<file path="config.mk">
export PLATFORM = sky130hd
export DESIGN_NAME = front_middle_back_queue
export DESIGN_NICKNAME = d
export VERILOG_FILES = /design/src/sv/fmbq_pkg.sv /design/src/sv/fmbq_ram.sv /design/src/sv/fmbq_datapath.sv /design/src/sv/fmbq_ctrl.sv /design/src/sv/front_middle_back_queue.sv
export SDC_FILE = /design/constraint.sdc
export NUM_CORES = 2
export LEC_CHECK = 0
export ABC_CLOCK_PERIOD_IN_PS = 21600
export BUFFER_PORTS_ARGS = -buffer_cell sky130_fd_sc_hd__buf_2
export CORE_MARGIN = 2
export CORE_UTILIZATION = 30
export CTS_CLUSTER_DIAMETER = 200
export DETAILED_ROUTE_END_ITERATION = 7
export SLEW_MARGIN = 20
export SYNTH_ARGS = -nofsm -noshare
export SYNTH_HDL_FRONTEND = slang
export SYNTH_SLANG_ARGS = --single-unit
</file>
<file path="constraint.sdc">
create_clock -name clk_i -period 21.6 [get_ports clk_i]
set_input_delay 2.16 -clock clk_i [delete_from_list [all_inputs] [get_ports clk_i]]
set_output_delay 2.16 -clock clk_i [all_outputs]
set_load 0.05 [all_outputs]
</file>
<file path="src/sv/fmbq_pkg.sv">
package fmbq_pkg;

  localparam int unsigned DATA_W = 32;
  localparam int unsigned OP_W   = 3;

  // Operation codes on op_i
  typedef enum logic [OP_W-1:0] {
    OP_PUSH_FRONT  = 3'd0,
    OP_PUSH_MIDDLE = 3'd1,
    OP_PUSH_REAR   = 3'd2,
    OP_POP_FRONT   = 3'd3,
    OP_POP_MIDDLE  = 3'd4,
    OP_POP_REAR    = 3'd5
  } op_e;

  // Sequencer states
  typedef enum logic [2:0] {
    ST_IDLE,
    ST_PRIM,
    ST_POP_DATA,
    ST_MOVE_RD,
    ST_MOVE_WR,
    ST_DONE
  } state_e;

  // Commands from the sequencer to the datapath
  typedef struct packed {
    logic load;     // take a new operation
    logic prim;     // do the push or issue the pop read
    logic capture;  // latch popped data
    logic mv_rd;    // read the entry that rebalances the halves
    logic mv_wr;    // write it into the other half
  } ctrl_cmd_t;

  // Status from the datapath to the sequencer
  typedef struct packed {
    logic reject;       // full push, empty pop or unused code
    logic is_pop;
    logic need_move;    // rebalance planned for the current operation
    logic move_pending; // rebalance recorded at the primary step
  } dp_status_t;

endpackage

</file>
<file path="src/sv/fmbq_ram.sv">
module fmbq_ram #(
  parameter int unsigned WIDTH = 32,
  parameter int unsigned DEPTH = 33
) (
  input  logic                     clk_i,
  input  logic                     we_i,
  input  logic [$clog2(DEPTH)-1:0] waddr_i,
  input  logic [WIDTH-1:0]         wdata_i,
  input  logic [$clog2(DEPTH)-1:0] raddr_i,
  output logic [WIDTH-1:0]         rdata_o
);

  logic [WIDTH-1:0] mem_q [DEPTH];
  logic [WIDTH-1:0] rdata_q;

  // Write port
  always_ff @(posedge clk_i) begin
    if (we_i) begin
      mem_q[waddr_i] <= wdata_i;
    end
  end

  // Registered read port
  always_ff @(posedge clk_i) begin
    rdata_q <= mem_q[raddr_i];
  end

  assign rdata_o = rdata_q;

endmodule

</file>
<file path="src/sv/fmbq_datapath.sv">
module fmbq_datapath import fmbq_pkg::*; #(
  parameter int unsigned CAPACITY = 64
) (
  input  logic                     clk_i,
  input  logic                     rst_ni,
  input  ctrl_cmd_t                cmd_i,
  output dp_status_t               status_o,
  input  logic [OP_W-1:0]          op_i,
  input  logic signed [DATA_W-1:0] push_value_i,
  output logic signed [DATA_W-1:0] pop_value_o,
  output logic                     was_empty_o,
  output logic                     was_full_o
);

  // Each half is a ring; it may hold one extra entry before rebalancing
  localparam int unsigned HALF = (CAPACITY + 1) / 2 + 1;
  localparam int unsigned AW   = $clog2(HALF);
  localparam int unsigned CW   = $clog2(CAPACITY + 1);

  function automatic logic [AW-1:0] ptr_inc(input logic [AW-1:0] p);
    ptr_inc = (p == AW'(HALF - 1)) ? '0 : p + 1'b1;
  endfunction

  function automatic logic [AW-1:0] ptr_dec(input logic [AW-1:0] p);
    ptr_dec = (p == '0) ? AW'(HALF - 1) : p - 1'b1;
  endfunction

  op_e                     op_q;
  logic [DATA_W-1:0]       value_q;
  logic [CW-1:0]           count_q, count_d;
  logic [AW-1:0]           f_head_q, f_head_d, f_tail_q, f_tail_d;
  logic [AW-1:0]           b_head_q, b_head_d, b_tail_q, b_tail_d;
  logic                    move_q, mv_f2b_q, rd_side_q;
  logic signed [DATA_W-1:0] pop_value_q;
  logic                    was_empty_q, was_full_q;

  logic odd, full, empty, one;
  logic reject, is_push, is_pop, acc_b, acc_back, plan_move, plan_f2b;
  logic f_act, f_push, f_back, b_act, b_push, b_back;
  logic [DATA_W-1:0] wr_data, rd_data, f_rdata, b_rdata;
  logic [AW-1:0] f_addr, b_addr;

  assign odd   = count_q[0];
  assign full  = (count_q == CW'(CAPACITY));
  assign empty = (count_q == '0);
  assign one   = (count_q == CW'(1));

  // Plan the primary access and the rebalance; the front half holds floor(n/2)
  always_comb begin
    reject    = 1'b0;
    is_push   = 1'b0;
    is_pop    = 1'b0;
    acc_b     = 1'b0;
    acc_back  = 1'b0;
    plan_move = 1'b0;
    plan_f2b  = 1'b0;
    unique case (op_q)
      OP_PUSH_FRONT: begin
        is_push   = 1'b1;
        reject    = full;
        plan_move = ~odd;
        plan_f2b  = 1'b1;
      end
      OP_PUSH_MIDDLE: begin
        is_push  = 1'b1;
        reject   = full;
        acc_b    = ~odd;
        acc_back = odd;
      end
      OP_PUSH_REAR: begin
        is_push   = 1'b1;
        reject    = full;
        acc_b     = 1'b1;
        acc_back  = 1'b1;
        plan_move = odd;
      end
      OP_POP_FRONT: begin
        is_pop    = 1'b1;
        reject    = empty;
        acc_b     = one;
        plan_move = odd & ~one;
      end
      OP_POP_MIDDLE: begin
        is_pop   = 1'b1;
        reject   = empty;
        acc_b    = odd;
        acc_back = ~odd;
      end
      OP_POP_REAR: begin
        is_pop    = 1'b1;
        reject    = empty;
        acc_b     = 1'b1;
        acc_back  = 1'b1;
        plan_move = ~odd;
        plan_f2b  = 1'b1;
      end
      default: begin
        reject = 1'b1;
      end
    endcase
  end

  assign rd_data = rd_side_q ? b_rdata : f_rdata;

  // Drive the ring accesses for the current command
  always_comb begin
    f_act   = 1'b0;
    f_push  = 1'b0;
    f_back  = 1'b0;
    b_act   = 1'b0;
    b_push  = 1'b0;
    b_back  = 1'b0;
    wr_data = value_q;
    if (cmd_i.prim && !reject) begin
      if (acc_b) begin
        b_act  = 1'b1;
        b_push = is_push;
        b_back = acc_back;
      end else begin
        f_act  = 1'b1;
        f_push = is_push;
        f_back = acc_back;
      end
    end
    if (cmd_i.mv_rd) begin
      if (mv_f2b_q) begin
        f_act  = 1'b1;
        f_back = 1'b1;
      end else begin
        b_act  = 1'b1;
      end
    end
    if (cmd_i.mv_wr) begin
      wr_data = rd_data;
      if (mv_f2b_q) begin
        b_act  = 1'b1;
        b_push = 1'b1;
      end else begin
        f_act  = 1'b1;
        f_push = 1'b1;
        f_back = 1'b1;
      end
    end
  end

  // Address and pointer update of each ring
  always_comb begin
    if (f_back) begin
      f_addr = f_push ? f_tail_q : ptr_dec(f_tail_q);
    end else begin
      f_addr = f_push ? ptr_dec(f_head_q) : f_head_q;
    end
    f_head_d = f_head_q;
    f_tail_d = f_tail_q;
    if (f_act && !f_back) f_head_d = f_push ? ptr_dec(f_head_q) : ptr_inc(f_head_q);
    if (f_act && f_back)  f_tail_d = f_push ? ptr_inc(f_tail_q) : ptr_dec(f_tail_q);

    if (b_back) begin
      b_addr = b_push ? b_tail_q : ptr_dec(b_tail_q);
    end else begin
      b_addr = b_push ? ptr_dec(b_head_q) : b_head_q;
    end
    b_head_d = b_head_q;
    b_tail_d = b_tail_q;
    if (b_act && !b_back) b_head_d = b_push ? ptr_dec(b_head_q) : ptr_inc(b_head_q);
    if (b_act && b_back)  b_tail_d = b_push ? ptr_inc(b_tail_q) : ptr_dec(b_tail_q);
  end

  always_comb begin
    count_d = count_q;
    if (cmd_i.prim && !reject) begin
      count_d = is_push ? count_q + 1'b1 : count_q - 1'b1;
    end
  end

  fmbq_ram #(.WIDTH(DATA_W), .DEPTH(HALF)) u_front_ram (
    .clk_i   (clk_i),
    .we_i    (f_act & f_push),
    .waddr_i (f_addr),
    .wdata_i (wr_data),
    .raddr_i (f_addr),
    .rdata_o (f_rdata)
  );

  fmbq_ram #(.WIDTH(DATA_W), .DEPTH(HALF)) u_back_ram (
    .clk_i   (clk_i),
    .we_i    (b_act & b_push),
    .waddr_i (b_addr),
    .wdata_i (wr_data),
    .raddr_i (b_addr),
    .rdata_o (b_rdata)
  );

  // Hold occupancy, ring pointers and the rebalance plan
  always_ff @(posedge clk_i or negedge rst_ni) begin
    if (!rst_ni) begin
      count_q  <= '0;
      f_head_q <= '0;
      f_tail_q <= '0;
      b_head_q <= '0;
      b_tail_q <= '0;
      move_q   <= 1'b0;
      mv_f2b_q <= 1'b0;
    end else begin
      count_q  <= count_d;
      f_head_q <= f_head_d;
      f_tail_q <= f_tail_d;
      b_head_q <= b_head_d;
      b_tail_q <= b_tail_d;
      if (cmd_i.prim) begin
        move_q   <= plan_move & ~reject;
        mv_f2b_q <= plan_f2b;
      end
    end
  end

  // Latch the operation and build the result
  always_ff @(posedge clk_i) begin
    if (cmd_i.load) begin
      op_q        <= op_e'(op_i);
      value_q     <= push_value_i;
      pop_value_q <= '0;
      was_empty_q <= 1'b0;
      was_full_q  <= 1'b0;
    end
    if (cmd_i.prim) begin
      rd_side_q <= acc_b;
      if (reject) begin
        was_full_q  <= is_push;
        was_empty_q <= is_pop;
        if (is_pop) pop_value_q <= '1;
      end
    end
    if (cmd_i.mv_rd) begin
      rd_side_q <= ~mv_f2b_q;
    end
    if (cmd_i.capture) begin
      pop_value_q <= rd_data;
    end
  end

  assign status_o.reject       = reject;
  assign status_o.is_pop       = is_pop;
  assign status_o.need_move    = plan_move;
  assign status_o.move_pending = move_q;

  assign pop_value_o = pop_value_q;
  assign was_empty_o = was_empty_q;
  assign was_full_o  = was_full_q;

  // Occupancy of each half, for the balance check
  logic [CW-1:0] f_size, b_size;
  assign f_size = CW'(f_tail_q) - CW'(f_head_q) + ((f_tail_q < f_head_q) ? CW'(HALF) : '0);
  assign b_size = CW'(b_tail_q) - CW'(b_head_q) + ((b_tail_q < b_head_q) ? CW'(HALF) : '0);

  a_count_bound: assert property (@(posedge clk_i) disable iff (!rst_ni)
    count_q <= CW'(CAPACITY))
    else $error("occupancy beyond capacity");

  a_count_only_prim: assert property (@(posedge clk_i) disable iff (!rst_ni)
    !cmd_i.prim |=> $stable(count_q))
    else $error("occupancy changed outside the primary step");

  a_halves_balanced: assert property (@(posedge clk_i) disable iff (!rst_ni)
    cmd_i.load |-> (f_size == (count_q >> 1)) && (b_size == count_q - (count_q >> 1)))
    else $error("front and back halves out of balance");

endmodule

</file>
<file path="src/sv/fmbq_ctrl.sv">
module fmbq_ctrl import fmbq_pkg::*; (
  input  logic       clk_i,
  input  logic       rst_ni,
  input  logic       start_i,
  input  dp_status_t status_i,
  output ctrl_cmd_t  cmd_o,
  output logic       busy_o,
  output logic       result_valid_o
);

  state_e state_q, state_d;

  // Next state
  always_comb begin
    state_d = state_q;
    unique case (state_q)
      ST_IDLE: begin
        if (start_i) state_d = ST_PRIM;
      end
      ST_PRIM: begin
        priority if (status_i.reject)    state_d = ST_DONE;
        else if (status_i.is_pop)        state_d = ST_POP_DATA;
        else if (status_i.need_move)     state_d = ST_MOVE_RD;
        else                             state_d = ST_DONE;
      end
      ST_POP_DATA: begin
        state_d = status_i.move_pending ? ST_MOVE_RD : ST_DONE;
      end
      ST_MOVE_RD: state_d = ST_MOVE_WR;
      ST_MOVE_WR: state_d = ST_DONE;
      ST_DONE:    state_d = ST_IDLE;
      default:    state_d = ST_IDLE;
    endcase
  end

  // Outputs
  always_comb begin
    cmd_o          = '0;
    busy_o         = 1'b1;
    result_valid_o = 1'b0;
    unique case (state_q)
      ST_IDLE: begin
        busy_o     = 1'b0;
        cmd_o.load = start_i;
      end
      ST_PRIM:     cmd_o.prim    = 1'b1;
      ST_POP_DATA: cmd_o.capture = 1'b1;
      ST_MOVE_RD:  cmd_o.mv_rd   = 1'b1;
      ST_MOVE_WR:  cmd_o.mv_wr   = 1'b1;
      ST_DONE:     result_valid_o = 1'b1;
      default:     busy_o = 1'b1;
    endcase
  end

  always_ff @(posedge clk_i or negedge rst_ni) begin
    if (!rst_ni) begin
      state_q <= ST_IDLE;
    end else begin
      state_q <= state_d;
    end
  end

  a_start_busy: assert property (@(posedge clk_i) disable iff (!rst_ni)
    (start_i && !busy_o) |=> busy_o && !result_valid_o)
    else $error("accepted transfer did not raise busy");

  a_single_strobe: assert property (@(posedge clk_i) disable iff (!rst_ni)
    result_valid_o |=> !result_valid_o && !busy_o)
    else $error("result strobe longer than one cycle");

  a_move_after_prim: assert property (@(posedge clk_i) disable iff (!rst_ni)
    cmd_o.mv_wr |-> $past(cmd_o.mv_rd))
    else $error("rebalance write without its read");

endmodule

</file>
<file path="src/sv/front_middle_back_queue.sv">
// Queue of signed 32-bit entries with push and pop at the front, the middle
// and the rear, holding up to CAPACITY entries. An operation is taken when
// start is high and busy is low; its result appears for exactly one cycle
// with result_valid_o high, and the receiver cannot stall it, so it must
// take the result in that cycle. The queue is kept as two ring buffers in
// RAM, the front half holding floor(n/2) entries, so every operation
// touches only ring ends. After it is taken, an operation passes through a
// primary step; a pop then captures its data, an operation that rebalances
// the halves then reads the moved entry from one half and writes it into
// the other, and a done step follows before the block returns to idle,
// where it can accept the next operation. The result strobe comes in the
// done step. The steps are set by the single registered read port of each
// half, used once for the pop and once for moving an entry between halves.
// A push when full is dropped with was_full_o set; a pop when empty
// returns -1 with was_empty_o set; unused op codes give an all-zero result
// and change nothing. No clearing pass is needed after reset.
module front_middle_back_queue import fmbq_pkg::*; #(
  parameter int unsigned CAPACITY = 64
) (
  input  logic                     clk_i,
  input  logic                     rst_ni,
  input  logic                     start,
  output logic                     busy,
  input  logic [OP_W-1:0]          op_i,
  input  logic signed [DATA_W-1:0] push_value_i,
  output logic                     result_valid_o,
  output logic signed [DATA_W-1:0] pop_value_o,
  output logic                     was_empty_o,
  output logic                     was_full_o
);

  ctrl_cmd_t  cmd;
  dp_status_t status;

  fmbq_ctrl u_ctrl (
    .clk_i          (clk_i),
    .rst_ni         (rst_ni),
    .start_i        (start),
    .status_i       (status),
    .cmd_o          (cmd),
    .busy_o         (busy),
    .result_valid_o (result_valid_o)
  );

  fmbq_datapath #(.CAPACITY(CAPACITY)) u_datapath (
    .clk_i        (clk_i),
    .rst_ni       (rst_ni),
    .cmd_i        (cmd),
    .status_o     (status),
    .op_i         (op_i),
    .push_value_i (push_value_i),
    .pop_value_o  (pop_value_o),
    .was_empty_o  (was_empty_o),
    .was_full_o   (was_full_o)
  );

endmodule
</file>
# Yosys cells after proc, flatten, opt, wreduce, memory -nomap -nowiden
# Memory sizes are Yosys's and may differ from the RTL's. A register that Yosys moved wholly into a read port is not among the register bits.
# Index checks and enable logic that the tools add are counted.
# classes
muxes	86
bitwise	8
addsub	10
reduce_logical	20
n_eq_ne	17
# ops
op	count
two-way mux 32 bit	7
two-way mux 6 bit	18
two-way mux 1 bit	50
adder 6 x 1 -> 6 bit, second input constant	4
equality test 6 bit, second input constant	4
logical NOT 6 bit	4
subtractor 6 x 1 -> 6 bit, second input constant	4
two-way mux 3 bit	5
case mux 3 bit (5 select lines)	1
equality test 3 x 2 -> 1 bit, second input constant	4
equality test 3 bit, second input constant	4
adder 7 x 1 -> 7 bit, second input constant	1
equality test 7 x 1 -> 1 bit, second input constant	1
equality test 7 bit, second input constant	1
logical NOT 7 bit	1
two-way mux 7 bit	1
subtractor 7 x 1 -> 7 bit, second input constant	1
equality test 3 x 1 -> 1 bit, second input constant	2
logical NOT 3 bit	2
case mux 1 bit (3 select lines)	2
OR reduction 3 bit	2
logical AND 1 bit	5
bitwise AND 1 bit	4
NOT 1 bit	4
6 further kinds	9
# totals
out_inout_bits	36
ramBits	2112
ff_bits	106
n_memories	2
word_cells	157
inputBits	38
# mem_list
memory	words	width	read_ports	rd_ports_with_merged_regs	wr	line_no	rtl
u_datapath.u_back_ram.mem_q	33	32	1	1	1	fmbq_ram.sv:13	logic [WIDTH-1:0] mem_q [DEPTH];
u_datapath.u_front_ram.mem_q	33	32	1	1	1	fmbq_ram.sv:13	

# Logic depth before layout (Yosys ltp)
# logic_depth
word_depth	13
mapped_depth	20
mapped_depth_nobuf	13

# Hierarchy
# From an unflattened synthesis, not the netlist that was laid out.
# hier_totals
hier_cells	5119
hier_area_um2	89998.8
# modules_own_cells
module	n_inst	area_each_um2	seq_area_each_um2	cells_per_inst
fmbq_ram	2	41776.3	32351.0	2207
fmbq_datapath	1	6249.7	2587.5	682
fmbq_ctrl	1	196.4	75.1	23

# Least setup slack after synthesis
# Ideal clock, no wire load.
# synth_path
path_type	reg2reg
start	register u_datapath.count_q[0]
end	memory u_datapath.u_back_ram.mem_q[32][0] (enable)
stages_incl_launch_ff	16
required_time_ps	21087
path_slack_ps	14492
n_path_buf	5
setup_time_ps	513
t_arrival_ps	6595
period_less_slack_ps	7108
cell_sequence	dfrtp_1 > clkbuf_1 > inv_1 > ha_1 > and2_1 > buf_2 > a211oi_2 > or3_1 > buf_2 > o22ai_1 > mux2_2 > nor2_1 > clkbuf_1 > clkbuf_1 > nand3_1 > nor4b_1
# synth_via
elab_chain_len	12
word_cells_on_any_way	27
classes_between	eq/ne (2); mux (20); bitwise (2); reduce/logical (3)
# synth_lines
element	line_no	rtl
from (decl)	fmbq_datapath.sv:30	logic [CW-1:0] count_q, count_d;
from (signal assigned)	fmbq_datapath.sv:205	count_q <= count_d;
equality test 7 bit / logical NOT 7 bit (equally long branches)	fmbq_datapath.sv:44, fmbq_datapath.sv:45	
case mux 1 bit (2 select lines)	fmbq_datapath.sv:57	unique case (op_q)
logical NOT 1 bit	fmbq_datapath.sv:114	if (cmd_i.prim && !reject) begin
logical AND 1 bit	fmbq_datapath.sv:114	
two-way mux 1 bit	fmbq_datapath.sv:114	
two-way mux 1 bit	fmbq_datapath.sv:126	if (mv_f2b_q) begin
two-way mux 1 bit	fmbq_datapath.sv:125	if (cmd_i.mv_rd) begin
two-way mux 1 bit	fmbq_datapath.sv:135	if (mv_f2b_q) begin
two-way mux 1 bit	fmbq_datapath.sv:133	if (cmd_i.mv_wr) begin
bitwise AND 1 bit	fmbq_datapath.sv:187	.we_i (b_act & b_push),
two-way mux 1 bit	fmbq_ram.sv:18	if (we_i) begin
two-way mux 1 bit (not written as such)	fmbq_ram.sv:19	mem_q[waddr_i] <= wdata_i;
to (decl)	fmbq_ram.sv:13	
# Parallel ways exist; a longest one is shown, timed or not.

# Worst setup path after layout
# layout_path
start	register u_ctrl.state_q[1]
end	register u_datapath.u_front_ram.rdata_q[18], in the netlist u_datapath.u_front_ram.rdata_o[18], read port of u_datapath.u_front_ram.mem_q
# layout_via
elab_chain_len	9
word_cells_on_any_way	18
classes_between	eq/ne (3); mux (14); reduce/logical (1)
# layout_lines
element	line_no	rtl
from (decl)	fmbq_ctrl.sv:11	state_e state_q, state_d;
from (signal assigned)	fmbq_ctrl.sv:59	state_q <= state_d;
equality test 3 x 1 -> 1 bit	fmbq_ctrl.sv:41	unique case (state_q)
two-way mux 1 bit	fmbq_ctrl.sv:41	
logical AND 1 bit	fmbq_datapath.sv:114	
two-way mux 1 bit	fmbq_datapath.sv:114	
two-way mux 1 bit	fmbq_datapath.sv:126	
two-way mux 1 bit	fmbq_datapath.sv:125	
two-way mux 1 bit	fmbq_datapath.sv:135	
two-way mux 1 bit	fmbq_datapath.sv:133	
two-way mux 6 bit *	fmbq_datapath.sv:148	if (f_back) begin
to (decl)	fmbq_ram.sv:14	logic [WIDTH-1:0] rdata_q;
# Mark *: on every way between the ends. The rest lies on a longest branch, timed or not.
# A chain may end at the register's enable or synchronous reset.

==> impl_metrics.toml <==
[run_status]
status = "finished clean"

[synth]
synthSimpleGateAreaFrac_pct = 11.0
synth-adder-area-share_pct = 0.197
syn_avg_cell_area_um2 = 14.7
synth-compound-area-share_pct = 5.72
muxShareOfSynthArea_pct = 5.43
ys.flop_type = "edfxtp_1"
async_flop_share_pct = 1.58
yosys_warnings = 0
synthCells = 6053
synth_area_um2 = 89100
ys_seq_elements = 2282
synth-edff-count = 2148
syn_nets = 6105
synth.distinct_cells = 84
synth_top_family_by_area = "simple AND/OR/NAND/NOR gates"
yosysSeqAreaShare_pct = 75.6
synthXorXnorAreaFrac_pct = 0.138

[run]
maxCapViolCount = 0

[drt]
drcViolationCount = 0
drt_iter0_markers = 6379
vias = 53500
ant_nets = 0
wire_per_inst_um = 24.8
finalWirelength_um = 255000
via_per_inst = 5.20
dr.pass1.iters = 7

[final_layout]
n_fill_cell = 28000
layout_common_cells = "edfxtp_1, nand2_1, nand3_1"
nets = 6199
area_delta_synth_final_pct = 15.1
drive_gt1_share_pct = 13.5
layout_commonest_cell = "edfxtp_1"
layoutNonFillerInstCount = 10300

[timing]
clock_skew_ns = 0.0415
post-route-period-util_pct = 32.4
fmax_ghz = 0.143
setup-tns-final_ns = 0
finalSetupViolations = 0
rsz0062_at_grt = "no"
slew_violations = 0
period_minus_slack_ns = 7.00
hold_viol_final = 0
worst_slew_pin_slew_ns = 1.13
slew_headroom_pct = 23.5

[critical_path]
crit_slowest_cell = "nor3b_2"
cp_common_cell = "buf_4"
crit_type = "reg2reg"
rr_worst_depth = 15
critPathLaunchType = "flip-flop"
cp_top_family = "buffers and inverters"
crit_path_max_incr_delay_ns = 0.74
reg2reg_from = "u_ctrl.state_q[1]"
startpoint = "u_ctrl.state_q[1]"
cp_num_cells = 15
cp-end-kind = "flip-flop"
crit_chain = "nor3b_2 -> buf_4 -> nor2b_1 -> buf_4 -> a31oi_1 -> a21boi_1 -> buf_4 -> a211oi_1 -> a31o_4 -> buf_12 -> buf_4 -> nand3_1 -> a32oi_1 -> nand3_1 -> or4_1"
critPathArrivalTime_ns = 7.74
crit_path_end = "u_datapath.u_front_ram.rdata_o[18]"
r2r_end = "u_datapath.u_front_ram.rdata_o[18]"
cp_data_required_time_ns = 22.34
ff2ff_setup_slack_ns = 14.60
crit_fanout = 130
worst-path-buf-inv = 5

[placement]
port_buffers = 73
dpl.cell_count = 9860
hpwl_um = 139000
place_congestion = 0.833

[clock_tree]
clock-sinks = 2282
cts_hold_buf = 0
insertion_delay_ns = 0.88
ctsLongestPathBuffers = 3
numCtsBuffers = 224
cts_tree = "built"
cts_setup_buffers = 0
clock-root-buffer = "clkbuf_16"
post_cts_resized = 0
cts_htree_levels = 4
cts.clk_slew.worst_paths_ns = 0.06

[die]
die_width_um = 549
dieArea_um2 = 301000
core_um2 = 296000
rows = 200
pin_count = 74
initial_utilization_pct = 30.1
die_h_um = 549

[power_and_ir_drop]
powerDensity_nw_per_um2 = 165
p_leak_nw = 33.4
peakVddDrop_v = 0.000144
p_total_mw = 16.9

[min_path]
hold_depth = 2
hp-class = "reg2reg"

[global_route]
overflow = 0
antenna_found_initial = 7
grt_pass1_vias = 51800
grtUsageTotal_pct = 16.5
grt_max_degree = 147
grt_pass1_wl_um = 368000
[metal layers]
layer,track usage (%),routed length [um],up-vias
met3,3.05,21200,437
met1,21.9,104000,27400
li1,-,-,23200
met2,27.2,122000,2412
met5,0,7,-
met4,5.50,7890,2
[worst min path at each step]
stage | start | to | slack, ns
after floorplan | u_datapath.u_back_ram.mem_q[32][30] | u_datapath.u_back_ram.rdata_o[30] | 0.45
after global placement | u_datapath.was_empty_o | u_datapath.was_empty_o | 0.45
after detailed placement | u_datapath.was_empty_o | u_datapath.was_empty_o | 0.47
after CTS | u_datapath.was_empty_o | u_datapath.was_empty_o | 0.48
after global routing | u_datapath.u_back_ram.mem_q[32][21] | u_datapath.u_back_ram.rdata_o[21] | 0.50
final | u_datapath.was_empty_o | u_datapath.was_empty_o | 0.47
[cell usage after synthesis (9+ instances only)]
library cell / count / area (um2)
a311oi_1: 22 / 193
o2bb2ai_1: 24 / 210
mux2i_1: 185 / 1850
a31oi_1: 20 / 125
nand4_1: 32 / 200
a32o_1: 21 / 210
nand3_1: 626 / 3130
xnor2_1: 9 / 78.8
nor2_1: 150 / 563
mux4_2: 129 / 2910
edfxtp_1: 2148 / 64500
o22ai_1: 13 / 81.3
a21oi_1: 295 / 1480
buf_2: 90 / 450
buf_4: 17 / 128
nand2_1: 1300 / 4880
a211oi_1: 17 / 128
or4_1: 24 / 180
a22oi_1: 45 / 338
o31ai_1: 10 / 75.1
a32oi_1: 98 / 858
nor3_1: 21 / 105
buf_1: 30 / 113
dfxtp_1: 98 / 1960
o21ai_0: 80 / 400
o211ai_1: 9 / 67.6
dfrtp_1: 36 / 901
and3_1: 36 / 225
ha_1: 14 / 175
inv_1: 23 / 86.3
or3_1: 17 / 106
clkbuf_1: 244 / 916
a221oi_1: 21 / 184
[sequential cells by signal (all words and copies together), names as in the netlist, 7 cells and up]
| register | flops |
|---|---|
| u_datapath.count_q | 7 |
| u_datapath.value_q | 32 |
| u_datapath.u_back_ram.mem_q | 1056 |
| u_datapath.u_back_ram.rdata_o | 32 |
| u_datapath.pop_value_o | 32 |
| u_datapath.u_front_ram.mem_q | 1056 |
| u_datapath.u_front_ram.rdata_o | 32 |
[through the flow]
stage / hold WS (ns) / setup slack (ns) / util [%] / area (um2)
final: 0.472 / 14.60 / 34.6 / 103000
after floorplan: 0.446 / 14.49 / - / 89100
after global routing: 0.496 / 14.31 / 34.6 / 103000
after detailed placement: 0.466 / 14.64 / 32.2 / 95200
after global placement: 0.453 / 14.78 / 32.2 / 95200
after CTS: 0.481 / 14.63 / 34.6 / 103000
[power breakdown]
group	switching (mW)	total (mW)	internal [mW]
combinational	5.07	7.03	1.96
clock	1.66	3.88	2.22
sequential	0.190	6.01	5.82
total	6.92	16.9	10.0
[cell families (layout without fill, tap and decap cells)]
group	count (synthesis)	count (layout)
DFF	2282	2282
buffers and inverters	404	693
muxes	321	321
xor gates and xnor gates	14	14
and+or+nand+nor	2258	2258
adders and majority gates	14	14
other	0	5
AOI/OAI and AO/OA	760	760
[final cells by class]
| type | count | area, um2 | share of cell area (%) |
|---|---|---|---|
| Antenna cell | 5 | 12.5 | 0.0122 |
| Inverter | 23 | 86.3 | 0.0842 |
| Sequential cell | 2282 | 67400 | 65.7 |
| Clock inverter | 122 | 1190 | 1.16 |
| Tap cell | 3939 | 4930 | 4.81 |
| Timing Repair Buffer | 249 | 1750 | 1.71 |
| Multi-Input combinational cell | 3367 | 21100 | 20.6 |
| Clock buffer | 299 | 6100 | 5.95 |
[worst register-to-register path, stage by stage (launching register included)]
cell and delay, ns:
dfrtp_1 0.51, nor3b_2 0.74, buf_4 0.67, nor2b_1 0.28, buf_4 0.25, a31oi_1 0.08, a21boi_1 0.17, buf_4 0.24
a211oi_1 0.55, a31o_4 0.55, buf_12 0.55, buf_4 1.01, nand3_1 0.22, a32oi_1 0.27, nand3_1 0.23, or4_1 0.55
No activity file was read; power rests on OpenSTA's default activity.
